$ cat src/rtl/dhas_pkg.sv
// ----------------------------------------------------------------------------
// dhas_pkg: shared types and constants
// Widths, register indexes and payload structs for the decimating high pass
// audio stream block.
// ----------------------------------------------------------------------------
package dhas_pkg;

  localparam int BATCH_LEN   = 64;
  localparam int SAMPLE_BITS = 24;
  localparam int COUNT_BITS  = 16;

  localparam int SUM_BITS     = 40;
  localparam int MEAN_BITS    = 24;
  localparam int FILT_BITS    = 32;
  localparam int TIME_BITS    = 64;
  localparam int PERIOD_BITS  = 24;
  localparam int COEFF_BITS   = 15;
  localparam int WEIGHT_BITS  = 16;
  localparam int INDEX_BITS   = 6;
  localparam int FILL_BITS    = $clog2(BATCH_LEN + 1);
  localparam int NUM_LANES    = 2;

  // Divider retires this many quotient bits per cycle.
  localparam int DIV_RADIX_BITS = 2;
  localparam int DIV_ITERS      = SUM_BITS / DIV_RADIX_BITS;
  localparam int DIV_CNT_BITS   = $clog2(DIV_ITERS);

  localparam int CFG_INDEX_BITS = 2;
  localparam int CFG_DATA_BITS  = 24;

  localparam logic [CFG_INDEX_BITS-1:0] REG_ENABLE = 2'd0;
  localparam logic [CFG_INDEX_BITS-1:0] REG_PERIOD = 2'd1;
  localparam logic [CFG_INDEX_BITS-1:0] REG_COEFF  = 2'd2;
  localparam logic [CFG_INDEX_BITS-1:0] REG_WEIGHT = 2'd3;

  localparam logic [PERIOD_BITS-1:0] RST_PERIOD = 24'd20833;
  localparam logic [COEFF_BITS-1:0]  RST_COEFF  = 15'd32597;
  localparam logic [WEIGHT_BITS-1:0] RST_WEIGHT = 16'd1311;

  localparam logic signed [SUM_BITS-1:0] SUM_MAX = {1'b0, {(SUM_BITS-1){1'b1}}};
  localparam logic signed [SUM_BITS-1:0] SUM_MIN = {1'b1, {(SUM_BITS-1){1'b0}}};

  typedef struct packed {
    logic [TIME_BITS-1:0]          step_time_ns;
    logic signed [MEAN_BITS-1:0]   torque_sample;
    logic signed [MEAN_BITS-1:0]   current_sample;
    logic                          restart;
  } in_item_t;

  typedef struct packed {
    logic signed [SAMPLE_BITS-1:0] audio_value;
    logic [TIME_BITS-1:0]          batch_start_ns;
    logic [INDEX_BITS-1:0]         sample_index;
    logic                          last_of_batch;
  } out_item_t;

  typedef struct packed {
    logic [TIME_BITS-1:0]  batch_start_ns;
    logic [INDEX_BITS-1:0] sample_index;
    logic                  last_of_batch;
  } tag_t;

  typedef struct packed {
    logic                        start;
    logic signed [FILT_BITS-1:0] y_torque;
    logic signed [FILT_BITS-1:0] y_current;
    logic [WEIGHT_BITS-1:0]      weight;
    tag_t                        tag;
  } merge_req_t;

  function automatic logic signed [SUM_BITS-1:0] sat_sum(input logic signed [SUM_BITS:0] v);
    logic signed [SUM_BITS-1:0] r;
    if (v > (SUM_BITS+1)'(SUM_MAX)) begin
      r = SUM_MAX;
    end else if (v < (SUM_BITS+1)'(SUM_MIN)) begin
      r = SUM_MIN;
    end else begin
      r = SUM_BITS'(v);
    end
    return r;
  endfunction

endpackage

$ cat src/rtl/dhas_merge.sv
// ----------------------------------------------------------------------------
// dhas_merge: channel combine and output register
// Weights the current channel, adds the torque channel, saturates to the
// sample width and holds the result for the output transfer.
// ----------------------------------------------------------------------------
module dhas_merge (
  input  logic                 clk,
  input  logic                 rst,
  input  dhas_pkg::merge_req_t req,
  output logic                 busy,
  output logic                 out_valid,
  input  logic                 out_stall,
  output dhas_pkg::out_item_t  out_item
);
  import dhas_pkg::*;

  localparam int WPROD_BITS = FILT_BITS + WEIGHT_BITS + 1;
  localparam int ACC_BITS   = FILT_BITS + 2;

  localparam logic signed [ACC_BITS-1:0] AUD_MAX =
    {{(ACC_BITS-SAMPLE_BITS+1){1'b0}}, {(SAMPLE_BITS-1){1'b1}}};
  localparam logic signed [ACC_BITS-1:0] AUD_MIN =
    {{(ACC_BITS-SAMPLE_BITS+1){1'b1}}, {(SAMPLE_BITS-1){1'b0}}};

  logic                           pend;
  logic signed [FILT_BITS-1:0]    y0;
  logic signed [WPROD_BITS-1:0]   wprod;
  tag_t                           tag;
  logic signed [WPROD_BITS-1:0]   wterm;
  logic signed [ACC_BITS-1:0]     acc;
  logic signed [SAMPLE_BITS-1:0]  audio;
  logic                           load_out;

  assign wterm    = (wprod + WPROD_BITS'(64'sd32768)) >>> WEIGHT_BITS;
  assign acc      = ACC_BITS'(y0) + ACC_BITS'(wterm);
  assign load_out = pend && (!out_valid || !out_stall);

  always_comb begin
    if (acc > AUD_MAX) begin
      audio = {1'b0, {(SAMPLE_BITS-1){1'b1}}};
    end else if (acc < AUD_MIN) begin
      audio = {1'b1, {(SAMPLE_BITS-1){1'b0}}};
    end else begin
      audio = SAMPLE_BITS'(acc);
    end
  end

  always_ff @(posedge clk) begin
    if (rst) begin
      pend      <= 1'b0;
      out_valid <= 1'b0;
    end else begin
      if (req.start) begin
        pend <= 1'b1;
      end else if (load_out) begin
        pend <= 1'b0;
      end
      if (load_out) begin
        out_valid <= 1'b1;
      end else if (out_valid && !out_stall) begin
        out_valid <= 1'b0;
      end
    end
  end

  always_ff @(posedge clk) begin
    if (req.start) begin
      y0    <= req.y_torque;
      wprod <= WPROD_BITS'(req.y_current) * WPROD_BITS'($signed({1'b0, req.weight}));
      tag   <= req.tag;
    end
    if (load_out) begin
      out_item.audio_value    <= audio;
      out_item.batch_start_ns <= tag.batch_start_ns;
      out_item.sample_index   <= tag.sample_index;
      out_item.last_of_batch  <= tag.last_of_batch;
    end
  end

  assign busy = pend;

endmodule

$ cat config.mk
export PLATFORM = sky130hd
export DESIGN_NAME = dhas_merge
export DESIGN_NICKNAME = d
export VERILOG_FILES = /design/src/rtl/dhas_pkg.sv /design/src/rtl/dhas_merge.sv
export SDC_FILE = /design/constraint.sdc
export NUM_CORES = 2
export LEC_CHECK = 0
export BUFFER_PORTS_ARGS = -buffer_cell sky130_fd_sc_hd__clkbuf_2
export CAP_MARGIN = 20
export CORE_MARGIN = 1.5
export CORE_UTILIZATION = 42
export CTS_CLUSTER_DIAMETER = 120
export DETAILED_ROUTE_END_ITERATION = 10
export SYNTH_ARGS = -nofsm -noshare
export SYNTH_HDL_FRONTEND = slang
export SYNTH_SLANG_ARGS = --single-unit
$ cat constraint.sdc
create_clock -name clk -period 19.56 [get_ports clk]
set_input_delay 1.956 -clock clk [delete_from_list [all_inputs] [get_ports clk]]
set_output_delay 1.956 -clock clk [all_outputs]
set_load 0.02 [all_outputs]
==> results.py <==
metrics = {
    "synthesis": {
        "seq_area_frac_synth_pct": 26.07,
        "synth.yosys.warnings": 0,
        "netlist_top_cells_count": "sky130_fd_sc_hd__inv_1 (567), sky130_fd_sc_hd__fa_1 (488), sky130_fd_sc_hd__nand2_1 (329)",
        "synth_top_cell_by_area": "sky130_fd_sc_hd__fa_1",
        "yosysTopAreaCellShare_pct": 36.35,
        "mappedNetlistArea_mm2": 0.02688,
        "synth.top_cells.by_area": "sky130_fd_sc_hd__fa_1 (36%), sky130_fd_sc_hd__edfxtp_1 (26%), sky130_fd_sc_hd__inv_1 (7.9%)",
        "synth.most_common_cell": "sky130_fd_sc_hd__inv_1",
        "number_of_synthesized_flops_with_an_enable_pin": 232,
        "netlist_instances": 2536,
        "yosys_most_used_dff": "sky130_fd_sc_hd__edfxtp_1",
        "synth_async_sr_flop_share_pct": 0,
        "syn-mean-instance-area_um2": 10.60,
        "number_of_synthesized_register_bits": 234,
        "synthDistinctLibCells": 81,
        "synth_fp_nets": 3328,
    },
    "setup_path": {
        "crit-reg2reg-launch": "wprod[17]$_DFFE_PP_",
        "cp_cell_sequence": "clkbuf_2 > nand2_1 > fa_1 > fa_1 > fa_1 > inv_1 > fa_1 > fa_1 > inv_1 > fa_1 > inv_1 > ha_1 > nand4_1 > or4_1 > a31oi_1 > o21ai_0 > nand2_1 > a41oi_1 > o32ai_1 > or4b_2 > nand3_1",
        "crit_buf_inv": 4,
        "slowest_delay_ns": 0.70,
        "cp.depth": 21,
        "critical_path.startpoint_type": "primary input",
        "r2r-end": "out_item[82]$_SDFFCE_PN1P_",
        "timing.critical_path.to": "wprod[45]$_DFFE_PP_",
        "critical_path.startpoint": "req[73]",
        "cp.required_ns": 19.82,
        "timing_worst_setup_path_type": "primary input to flop",
        "r2r_setup_slack_ns": 14.14,
        "critical_path_peak_fanout": 32,
        "worst-endpoint-arrival_ns": 8.87,
        "number_of_cells_on_the_worst_reg_to_reg_path": 18,
        "cpMostUsedCell": "sky130_fd_sc_hd__fa_1",
        "worst_path_max_delay_cell": "sky130_fd_sc_hd__clkbuf_2",
        "worstSetupEndpointType": "flop",
        "worst_path_dominant_cell_family": "adder cells",
    },
    "grt": {
        "global_route.overflow_total": 0,
        "globalRouteTotalUtil_pct": 21.29,
        "grt_first_pass_wirelength_um": 108800,
        "grt_antenna_before_repair": 0,
        "grt_max_degree": 71,
        "first_global_vias": 19440,
    },
    "status": {
        "run_status": "completed",
    },
    "routing": {
        "post_drt_wl_per_cell_um": 19.05,
        "drt-total-wl_um": 68310,
        "first_iter_violations": 1051,
        "ant_nets": 0,
        "vias": 17920,
        "drc": 0,
        "viasPerCell": 4.997,
        "first_pass_iters": 5,
    },
    "sta": {
        "worst_slew_pin_slew_ns": 0.9431,
        "finalHoldViolations": 0,
        "timing.final.max_slew_violations": 0,
        "min_period_ns": 8.609,
        "rsz0062_at_grt": "no",
        "finalSetupTns_ns": 0,
        "timing.clock.skew_ns": 0.007189,
        "post-route-period-util_pct": 44.02,
        "timing.final.setup_violations": 0,
        "max-slew-margin-rel_pct": 37.13,
        "maxClockFrequency_mhz": 116.2,
    },
    "layout": {
        "layout-area-overhead-vs-synth_pct": 10.10,
        "num-fill-cells": 5894,
        "diodes": 0,
        "finish.instance_area_mm2": 0.02959,
        "nNetsFinal": 3517,
        "final_layout_size_suffix_gt1_share_pct": 11.64,
    },
    "die": {
        "die_area_mm2": 0.06552,
        "die_h_um": 256.0,
        "core-area_mm2": 0.06320,
        "initial_utilization_pct": 42.53,
        "die_width_um": 256.0,
        "core.rowCount": 92,
        "io_pins": 252,
    },
    "clock_tree": {
        "clkSinkCount": 234,
        "clock_insertion_delay_worst_skew_ns": 0.51,
        "cts_htree_levels": 1,
        "post-cts-setup-buffers": 0,
        "cts.repair.resized": 0,
        "clk_path_buf_depth": 3,
        "path_clk_slew_ns": 0.07,
        "tritoncts_clock_tree": "built",
        "clockRootBuffer": "sky130_fd_sc_hd__clkbuf_16",
        "cts.hold.buffers_added": 0,
        "tritoncts.num_buffers": 22,
    },
    "placement": {
        "placedInstanceArea_mm2": 0.02885,
        "io_buffers": 251,
        "dpl.hpwl_um": 53890,
        "place_congestion": 0.8813,
    },
    "min_path": {
        "hp-class": "flop to flop",
    },
    "run": {
        "maxCapViolations": 0,
    },
}
## layer usage
metal | vias to the layer above | wire length, um | global-route usage, %
met2 | 745 | 30230 | 33.52
met3 | 70 | 6694 | 6.071
met4 | 0 | 1130 | 4.553
li1 | 8148 | - | -
met1 | 8955 | 30260 | 29.32
met5 | - | 0 | 0
## area by class of cell
class	count	area (um2)	share of cell area, %
clock buffer	26	586.8	1.983
clock inverter	13	132.6	0.4482
inverter	567	2128	7.192
multi-input combinational	1646	17380	58.74
sequential	234	7007	23.68
tap	846	1059	3.577
timing repair buffer	254	1297	4.385
## cell usage in the layout (no fill, tap or decap), types with 29 or more instances in the layout
master,count
sky130_fd_sc_hd__xor2_1,40
sky130_fd_sc_hd__nor2_1,42
sky130_fd_sc_hd__xnor2_1,57
sky130_fd_sc_hd__edfxtp_1,232
sky130_fd_sc_hd__a21oi_1,54
sky130_fd_sc_hd__nand2_1,329
sky130_fd_sc_hd__inv_1,567
sky130_fd_sc_hd__clkbuf_2,250
sky130_fd_sc_hd__nand3_1,30
sky130_fd_sc_hd__fa_1,488
sky130_fd_sc_hd__and2_1,230
sky130_fd_sc_hd__ha_1,149
sky130_fd_sc_hd__a21o_1,29
## logic make-up (layout without fill, tap and decap cells)
kind of cell	count (synthesis)	in the layout	share of synthesized area, %
adder cells (fa/ha/maj)	637	637	43.29
flip-flops	234	234	26.07
XOR/XNOR	97	97	3.161
AND/OR/NAND/NOR	708	708	13.00
buffers and inverters	656	860	9.302
AO/OA/AOI/OAI	204	204	5.182
## worst min-delay path by stage
stage | start | end | slack [ns] | cells after the start
5_1_grt | tag[47]$_DFFE_PP_ | out_item[47]$_DFFE_PP_ | 0.42 | 0
4_1_cts | tag[50]$_DFFE_PP_ | out_item[50]$_DFFE_PP_ | 0.42 | 0
6_report | tag[50]$_DFFE_PP_ | out_item[50]$_DFFE_PP_ | 0.41 | 0
3_3_place_gp | tag[23]$_DFFE_PP_ | out_item[23]$_DFFE_PP_ | 0.40 | 0
3_5_place_dp | tag[31]$_DFFE_PP_ | out_item[31]$_DFFE_PP_ | 0.40 | 0
2_1_floorplan | tag[0]$_DFFE_PP_ | out_item[0]$_DFFE_PP_ | 0.40 | 0
## through the flow
step | std cells | hold slack (ns) | setup WS [ns] | util [%]
6_report | 3586 | 0.4117 | 10.95 | 46.82
3_3_place_gp | 3546 | 0.4013 | 10.59 | 45.65
4_1_cts | 3585 | 0.4158 | 10.93 | 46.79
2_1_floorplan | 2536 | 0.4003 | 10.02 | -
3_5_place_dp | 3546 | 0.4045 | 10.39 | 45.65
5_1_grt | 3586 | 0.4200 | 10.49 | 46.82
## registers in the layout, indices dropped and copies added (netlist names)
register / cells
wprod: 34
busy: 1
out_valid: 1
tag: 71
y0: 32
out_item: 95
Power is not shown: default switching activity piles up to over one toggle a cycle in this logic, so the estimate is an artifact.
