`src/rtl/dhas_pkg.sv`:
```
// ----------------------------------------------------------------------------
// dhas_pkg: shared types and constants
// Widths, register indexes and payload structs for the decimating high pass
// audio stream block.
// ----------------------------------------------------------------------------
package dhas_pkg;

  localparam int BATCH_LEN   = 64;
  localparam int SAMPLE_BITS = 24;
  localparam int COUNT_BITS  = 16;

  localparam int SUM_BITS     = 40;
  localparam int MEAN_BITS    = 24;
  localparam int FILT_BITS    = 32;
  localparam int TIME_BITS    = 64;
  localparam int PERIOD_BITS  = 24;
  localparam int COEFF_BITS   = 15;
  localparam int WEIGHT_BITS  = 16;
  localparam int INDEX_BITS   = 6;
  localparam int FILL_BITS    = $clog2(BATCH_LEN + 1);
  localparam int NUM_LANES    = 2;

  // Divider retires this many quotient bits per cycle.
  localparam int DIV_RADIX_BITS = 2;
  localparam int DIV_ITERS      = SUM_BITS / DIV_RADIX_BITS;
  localparam int DIV_CNT_BITS   = $clog2(DIV_ITERS);

  localparam int CFG_INDEX_BITS = 2;
  localparam int CFG_DATA_BITS  = 24;

  localparam logic [CFG_INDEX_BITS-1:0] REG_ENABLE = 2'd0;
  localparam logic [CFG_INDEX_BITS-1:0] REG_PERIOD = 2'd1;
  localparam logic [CFG_INDEX_BITS-1:0] REG_COEFF  = 2'd2;
  localparam logic [CFG_INDEX_BITS-1:0] REG_WEIGHT = 2'd3;

  localparam logic [PERIOD_BITS-1:0] RST_PERIOD = 24'd20833;
  localparam logic [COEFF_BITS-1:0]  RST_COEFF  = 15'd32597;
  localparam logic [WEIGHT_BITS-1:0] RST_WEIGHT = 16'd1311;

  localparam logic signed [SUM_BITS-1:0] SUM_MAX = {1'b0, {(SUM_BITS-1){1'b1}}};
  localparam logic signed [SUM_BITS-1:0] SUM_MIN = {1'b1, {(SUM_BITS-1){1'b0}}};

  typedef struct packed {
    logic [TIME_BITS-1:0]          step_time_ns;
    logic signed [MEAN_BITS-1:0]   torque_sample;
    logic signed [MEAN_BITS-1:0]   current_sample;
    logic                          restart;
  } in_item_t;

  typedef struct packed {
    logic signed [SAMPLE_BITS-1:0] audio_value;
    logic [TIME_BITS-1:0]          batch_start_ns;
    logic [INDEX_BITS-1:0]         sample_index;
    logic                          last_of_batch;
  } out_item_t;

  typedef struct packed {
    logic [TIME_BITS-1:0]  batch_start_ns;
    logic [INDEX_BITS-1:0] sample_index;
    logic                  last_of_batch;
  } tag_t;

  typedef struct packed {
    logic                        start;
    logic signed [FILT_BITS-1:0] y_torque;
    logic signed [FILT_BITS-1:0] y_current;
    logic [WEIGHT_BITS-1:0]      weight;
    tag_t                        tag;
  } merge_req_t;

  function automatic logic signed [SUM_BITS-1:0] sat_sum(input logic signed [SUM_BITS:0] v);
    logic signed [SUM_BITS-1:0] r;
    if (v > (SUM_BITS+1)'(SUM_MAX)) begin
      r = SUM_MAX;
    end else if (v < (SUM_BITS+1)'(SUM_MIN)) begin
      r = SUM_MIN;
    end else begin
      r = SUM_BITS'(v);
    end
    return r;
  endfunction

endpackage

```
`src/rtl/dhas_div.sv`:
```
// ----------------------------------------------------------------------------
// dhas_div: iterative sum-by-count divider
// Restoring division of the magnitude of a signed sum by an unsigned count,
// two quotient bits per cycle. The sign is returned beside the magnitude.
// ----------------------------------------------------------------------------
module dhas_div (
  input  logic                                clk,
  input  logic                                rst,
  input  logic                                start,
  input  logic signed [dhas_pkg::SUM_BITS-1:0] dividend,
  input  logic [dhas_pkg::COUNT_BITS-1:0]     divisor,
  output logic                                done,
  output logic [dhas_pkg::SUM_BITS-1:0]       quot_mag,
  output logic                                quot_neg
);
  import dhas_pkg::*;

  localparam int REM_BITS = COUNT_BITS + 1;

  logic                    busy;
  logic [DIV_CNT_BITS-1:0] cnt;
  logic [SUM_BITS-1:0]     num;
  logic [SUM_BITS-1:0]     num_next;
  logic [REM_BITS-1:0]     rem;
  logic [REM_BITS-1:0]     rem_next;
  logic [COUNT_BITS-1:0]   den;
  logic                    neg;

  always_comb begin
    logic [REM_BITS-1:0] r;
    logic [SUM_BITS-1:0] n;
    r = rem;
    n = num;
    for (int k = 0; k < DIV_RADIX_BITS; k++) begin
      r = {r[REM_BITS-2:0], n[SUM_BITS-1]};
      n = {n[SUM_BITS-2:0], 1'b0};
      if (r >= {1'b0, den}) begin
        r    = r - {1'b0, den};
        n[0] = 1'b1;
      end
    end
    rem_next = r;
    num_next = n;
  end

  always_ff @(posedge clk) begin
    if (rst) begin
      busy <= 1'b0;
      done <= 1'b0;
      cnt  <= '0;
    end else begin
      done <= 1'b0;
      if (start) begin
        busy <= 1'b1;
        cnt  <= DIV_CNT_BITS'(DIV_ITERS - 1);
      end else if (busy) begin
        cnt <= cnt - 1'b1;
        if (cnt == '0) begin
          busy <= 1'b0;
          done <= 1'b1;
        end
      end
    end
  end

  always_ff @(posedge clk) begin
    if (start) begin
      num <= dividend[SUM_BITS-1] ? (~dividend + 1'b1) : dividend;
      neg <= dividend[SUM_BITS-1];
      rem <= '0;
      den <= divisor;
    end else if (busy) begin
      num <= num_next;
      rem <= rem_next;
    end
  end

  assign quot_mag = num;
  assign quot_neg = neg;

endmodule

```
`src/rtl/dhas_lane.sv`:
```
// ----------------------------------------------------------------------------
// dhas_lane: one channel of mean and high pass
// Divides the channel sum by the step count, clamps the mean to 24 bits and
// runs it through the one-pole high pass y = a * (y + x - x_prev).
// ----------------------------------------------------------------------------
module dhas_lane (
  input  logic                                 clk,
  input  logic                                 rst,
  input  logic                                 start,
  input  logic signed [dhas_pkg::SUM_BITS-1:0]  sum,
  input  logic [dhas_pkg::COUNT_BITS-1:0]      count,
  input  logic [dhas_pkg::COEFF_BITS-1:0]      coeff,
  output logic                                 done,
  output logic signed [dhas_pkg::FILT_BITS-1:0] y
);
  import dhas_pkg::*;

  localparam int DIFF_BITS = FILT_BITS + 2;
  localparam int PROD_BITS = DIFF_BITS + COEFF_BITS + 1;

  localparam logic [2:0] L_IDLE = 3'd0;
  localparam logic [2:0] L_DIV  = 3'd1;
  localparam logic [2:0] L_MUL  = 3'd2;
  localparam logic [2:0] L_RND  = 3'd3;

  localparam logic [SUM_BITS-1:0] MEAN_POS_LIM = SUM_BITS'((64'd1 << (MEAN_BITS - 1)) - 1);
  localparam logic [SUM_BITS-1:0] MEAN_NEG_LIM = SUM_BITS'(64'd1 << (MEAN_BITS - 1));

  logic [2:0]                  state;
  logic                        div_done;
  logic [SUM_BITS-1:0]         quot_mag;
  logic                        quot_neg;
  logic                        zero_count;
  logic signed [MEAN_BITS-1:0] mean;
  logic signed [MEAN_BITS-1:0] mean_next;
  logic signed [FILT_BITS-1:0] filter_out;
  logic signed [MEAN_BITS-1:0] prev_in;
  logic signed [DIFF_BITS-1:0] diff;
  logic signed [PROD_BITS-1:0] prod;
  logic signed [PROD_BITS-1:0] prod_rnd;
  logic signed [FILT_BITS-1:0] y_next;

  dhas_div u_div (
    .clk      (clk),
    .rst      (rst),
    .start    (start),
    .dividend (sum),
    .divisor  (count),
    .done     (div_done),
    .quot_mag (quot_mag),
    .quot_neg (quot_neg)
  );

  // Truncated quotient with sign applied, clamped to the 24-bit mean range.
  always_comb begin
    if (zero_count) begin
      mean_next = '0;
    end else if (!quot_neg && quot_mag > MEAN_POS_LIM) begin
      mean_next = {1'b0, {(MEAN_BITS-1){1'b1}}};
    end else if (quot_neg && quot_mag > MEAN_NEG_LIM) begin
      mean_next = {1'b1, {(MEAN_BITS-1){1'b0}}};
    end else if (quot_neg) begin
      mean_next = MEAN_BITS'(~quot_mag + 1'b1);
    end else begin
      mean_next = MEAN_BITS'(quot_mag);
    end
  end

  assign diff     = DIFF_BITS'(filter_out) + DIFF_BITS'(mean) - DIFF_BITS'(prev_in);
  assign prod_rnd = (prod + PROD_BITS'(64'sd16384)) >>> COEFF_BITS;

  always_comb begin
    if (prod_rnd > PROD_BITS'(64'sd2147483647)) begin
      y_next = {1'b0, {(FILT_BITS-1){1'b1}}};
    end else if (prod_rnd < -PROD_BITS'(64'sd2147483648)) begin
      y_next = {1'b1, {(FILT_BITS-1){1'b0}}};
    end else begin
      y_next = FILT_BITS'(prod_rnd);
    end
  end

  always_ff @(posedge clk) begin
    if (rst) begin
      state      <= L_IDLE;
      done       <= 1'b0;
      filter_out <= '0;
      prev_in    <= '0;
    end else begin
      done <= 1'b0;
      case (state)
        L_IDLE: begin
          if (start) begin
            state <= L_DIV;
          end
        end
        L_DIV: begin
          if (div_done) begin
            state <= L_MUL;
          end
        end
        L_MUL: begin
          state <= L_RND;
        end
        L_RND: begin
          filter_out <= y_next;
          prev_in    <= mean;
          done       <= 1'b1;
          state      <= L_IDLE;
        end
        default: begin
          state <= L_IDLE;
        end
      endcase
    end
  end

  always_ff @(posedge clk) begin
    if (start) begin
      zero_count <= (count == '0);
    end
    if (state == L_DIV && div_done) begin
      mean <= mean_next;
    end
    if (state == L_MUL) begin
      prod <= PROD_BITS'(diff) * PROD_BITS'($signed({1'b0, coeff}));
    end
  end

  assign y = filter_out;

endmodule

```
`config.mk`:
```
export PLATFORM = sky130hd
export DESIGN_NAME = dhas_lane
export DESIGN_NICKNAME = d
export VERILOG_FILES = /design/src/rtl/dhas_pkg.sv /design/src/rtl/dhas_div.sv /design/src/rtl/dhas_lane.sv
export SDC_FILE = /design/constraint.sdc
export NUM_CORES = 2
export LEC_CHECK = 0
export BUFFER_PORTS_ARGS = -buffer_cell sky130_fd_sc_hd__clkbuf_2
export CAP_MARGIN = 20
export CELL_PAD_IN_SITES_DETAIL_PLACEMENT = 2
export CELL_PAD_IN_SITES_GLOBAL_PLACEMENT = 2
export CORE_ASPECT_RATIO = 0.8
export CORE_MARGIN = 2
export CORE_UTILIZATION = 30
export CTS_CLUSTER_DIAMETER = 40
export DETAILED_ROUTE_END_ITERATION = 12
export GPL_TIMING_DRIVEN = 0
export PLACE_DENSITY_LB_ADDON = 0.1
export SKIP_CTS_REPAIR_TIMING = 1
export SLEW_MARGIN = 0
export SYNTH_ARGS = -nofsm -noshare
export SYNTH_HDL_FRONTEND = slang
export SYNTH_HIERARCHICAL = 1
export SYNTH_SLANG_ARGS = --single-unit
```
`constraint.sdc`:
```
create_clock -name clk -period 11.1 [get_ports clk]
set_input_delay 2.22 -clock clk [delete_from_list [all_inputs] [get_ports clk]]
set_output_delay 2.22 -clock clk [all_outputs]
set_load 0.02 [all_outputs]
```
==> impl_results.rst <==
.. list-table::
   :header-rows: 1

   * - Metric
     - Value
   * - Average instance area after synthesis
     - 8.738 um^2
   * - Run status
     - finished clean
   * - Number of buffer cells added on primary ports
     - 106
   * - Routed WL
     - 126.2 mm
   * - Final worst path period need
     - 10.64 ns
   * - Proportion of synthesized flip-flops having asynchronous set or reset
     - 0%
   * - Clock buffers created by TritonCTS
     - 17
   * - Maximum frequency from static timing analysis
     - 93.95 MHz
   * - Headroom to the max-slew limit
     - 24.91%
   * - Maximum fanout along the worst path
     - 10
   * - Largest net degree at the start of global routing
     - 41
   * - Final clock period utilization by the worst path
     - 95.89%
   * - Clock latency on the worst-skew pair
     - 0.48 ns
   * - Combined area of the multi-input logic cells
     - 0.02438 mm^2
   * - Vias after detailed routing
     - 26,850
   * - Flop and latch count out of synthesis
     - 200
   * - Arr. time, crit path
     - 10.86 ns
   * - Slowest CP cell
     - sky130_fd_sc_hd__fa_1
   * - Root buf cell
     - sky130_fd_sc_hd__clkbuf_16
   * - Final-layout fill cell count
     - 12,350
   * - Max-cap check violation count
     - 0
   * - Vias in the first global route
     - 29,850
   * - First-pass GRT wire length
     - 192.8 mm
   * - Endpoints failing hold
     - 0
   * - CTS tree
     - done
   * - Most used cells in the layout excluding fill and tap cells
     - sky130_fd_sc_hd__inv_1, sky130_fd_sc_hd__fa_1, sky130_fd_sc_hd__nand2_1, sky130_fd_sc_hd__nor2_1, sky130_fd_sc_hd__and2_1
   * - Number of core rows
     - 108
   * - Most used cell along the critical path
     - sky130_fd_sc_hd__fa_1
   * - Critical path class
     - reg2reg
   * - Number of cells on the worst hold path
     - 2
   * - Library cells used by synthesis
     - 97
   * - Slack of the worst reg-to-reg path
     - 0.46 ns
   * - Sinks on Clock Net
     - 200
   * - Predominant post-synthesis flop cell
     - sky130_fd_sc_hd__edfxtp_1
   * - Sum of overflow across all layers after global routing
     - 0
   * - Flip-flop and latch area
     - 0.005185 mm^2
   * - Net count after synthesis
     - 4,538
   * - CP Capture Type
     - flop
   * - Top-level port count
     - 107
   * - Area Growth Syn to Fin
     - 9.707%
   * - Router iterations before antenna repair
     - 5
   * - Critical Path Start Type
     - flop
   * - Critical path data required time
     - 11.32 ns
   * - Slowest cell delay on critical path
     - 0.65 ns
   * - Clock tree buffer depth
     - 2
   * - Violation count after the first detailed-route iteration
     - 1,433
   * - Post-synthesis cell count
     - 3,766
   * - Post-synthesis sequential area ratio
     - 15.76%
   * - Initial standard-cell utilization of the core
     - 30.29%
   * - Height of the die
     - 300.2 um
   * - Final-stage net count
     - 4,673
   * - Worst Tran Pin Value
     - 1.126 ns
   * - Cell count of the worst reg-to-reg path
     - 33
   * - HPWL reported at the end of detailed placement
     - 105.6 mm
   * - Number of synthesized flops with an enable pin
     - 118
   * - Setup repair after global routing missed its margin
     - true
   * - Clock Skews
     - 0.01379 ns
   * - Post-route DRC
     - 0
   * - Clk slew on worst S/H paths
     - 0.08 ns
   * - Mean number of vias per cell
     - 5.020
   * - Most frequent standard cell in the layout excluding fill and tap cells
     - sky130_fd_sc_hd__inv_1
   * - GRT Util Overall
     - 22.95%
   * - Number of warnings reported in the yosys synthesis log
     - 6
   * - Weighted congestion at the end of routability-driven global placement
     - 0.8410
   * - Die extent in x
     - 374.3 um
   * - Core Box Area
     - 0.1086 mm^2
   * - Final number of max-transition violations
     - 0
   * - Full die area
     - 0.1124 mm^2
   * - Per-cell routed wire length
     - 23.59 um
   * - Level count of the clock H-tree
     - 4
   * - Number of antenna violations at the first check in global routing
     - 10
   * - WHS
     - 0.5061 ns
   * - Fraction of final layout cells with drive strength greater than 1
     - 6.285%
   * - Cell area after technology mapping
     - 0.03291 mm^2
   * - Min-Delay Path Class
     - reg2reg
   * - Remaining antenna violation count
     - 0
   * - Final Setup Violations
     - 0
[layout make-up]
cell class / count / share of cell area, %
Antenna cell: 4 / 0.02773
Buffer: 193 / 2.180
Clock buffer: 19 / 1.227
Clock inverter: 13 / 0.3708
Inverter: 714 / 7.424
Multi-Input combinational cell: 2657 / 67.53
Sequential cell: 200 / 14.36
Tap cell: 1430 / 4.956
Timing Repair Buffer: 118 / 1.920
[cells in the mapped netlist (all sizes together), types with 19 or more instances]
master	n	area (um^2)
mux2	20	236.5
xnor2	103	902.1
a21oi	138	690.7
ha	190	2377
nor3	43	226.5
xor2	69	604.3
fa	508	10170
a31oi	43	269.0
buf	27	152.6
nand4	57	356.6
a21o	45	337.8
o21ai	71	355.3
nand3	53	270.3
inv	712	2673
o211ai	23	172.7
edfxtp	118	3543
mux2i	46	460.4
nand2	416	1562
dfxtp	82	1642
a211oi	47	357.8
and2	211	1320
nand2b	41	256.5
o31ai	19	166.4
nor2	240	900.9
clkbuf	168	630.6
[path summary, 6_finish.rpt]
kind                              start                          to
max                   y[1]$_SDFFE_PP0P_          prod[49]$_DFFE_PP_
min reg2reg  u_div/rem[15]$_SDFFE_PP0P_  u_div/rem[15]$_SDFFE_PP0P_
max reg2reg           y[1]$_SDFFE_PP0P_          prod[49]$_DFFE_PP_
min          u_div/rem[15]$_SDFFE_PP0P_  u_div/rem[15]$_SDFFE_PP0P_
[per-layer routing]
metal / vias up / track usage (%) / share of wire, %
met5: - / 0 / 0
met1: 14000 / 33.10 / 50
met3: 95 / 3.180 / 3.5
met4: 0 / 5.290 / 2.2
li1: 12360 / - / -
met2: 388 / 36.35 / 45
[logic make-up (layout without fill, tap and decap cells)]
family                     Yosys count  in the layout  share of synthesized area, %
xor gates and xnor gates           172            172                         4.578
buffers and inverters              909           1057                         10.52
DFF                                200            200                         15.76
muxes                               66             66                         2.118
AOI/OAI and AO/OA                  555            555                         11.63
and+or+nand+nor                   1166           1166                         17.26
other                                0              4                             0
adders and majority gates          698            698                         38.13
[metrics by stage]
step           cell area, um^2  utilization (%)  setup WS [ns]  TNS [ns]  std cells
3_5_place_dp             35280            32.48        -0.3176    -1.206       5307
5_1_grt                  36090            33.22       -0.06096  -0.06143       5344
2_1_floorplan            32910                -          2.074         0       3766
3_3_place_gp             35230            32.42        -0.5391    -3.937       5302
6_report                 36100            33.23         0.4559         0       5348
4_1_cts                  35860            33.01        -0.3902    -1.919       5339
[state kept, by name (all words and copies together), names as in the netlist]
| signal | count |
|---|---|
| state | 2 |
| u_div/quot_neg | 1 |
| mean | 24 |
| u_div/quot_mag | 40 |
| u_div/rem | 16 |
| u_div/busy | 1 |
| u_div/den | 16 |
| zero_count | 1 |
| prod | 36 |
| u_div/done | 1 |
| done | 1 |
| u_div/cnt | 5 |
| y | 32 |
| prev_in | 24 |
[worst max-delay path: cells and delay by family (launching register included)]
family                     cells  cell delay (ns)
adders and majority gates      9             4.62
AOI/OAI and AO/OA              9             3.01
and+or+nand+nor                7             1.27
buffers and inverters          7             0.87
DFF                            1             0.42
xor gates and xnor gates       1             0.13
Power is not shown: default switching activity piles up to over one toggle a cycle in this logic, so the estimate is an artifact.
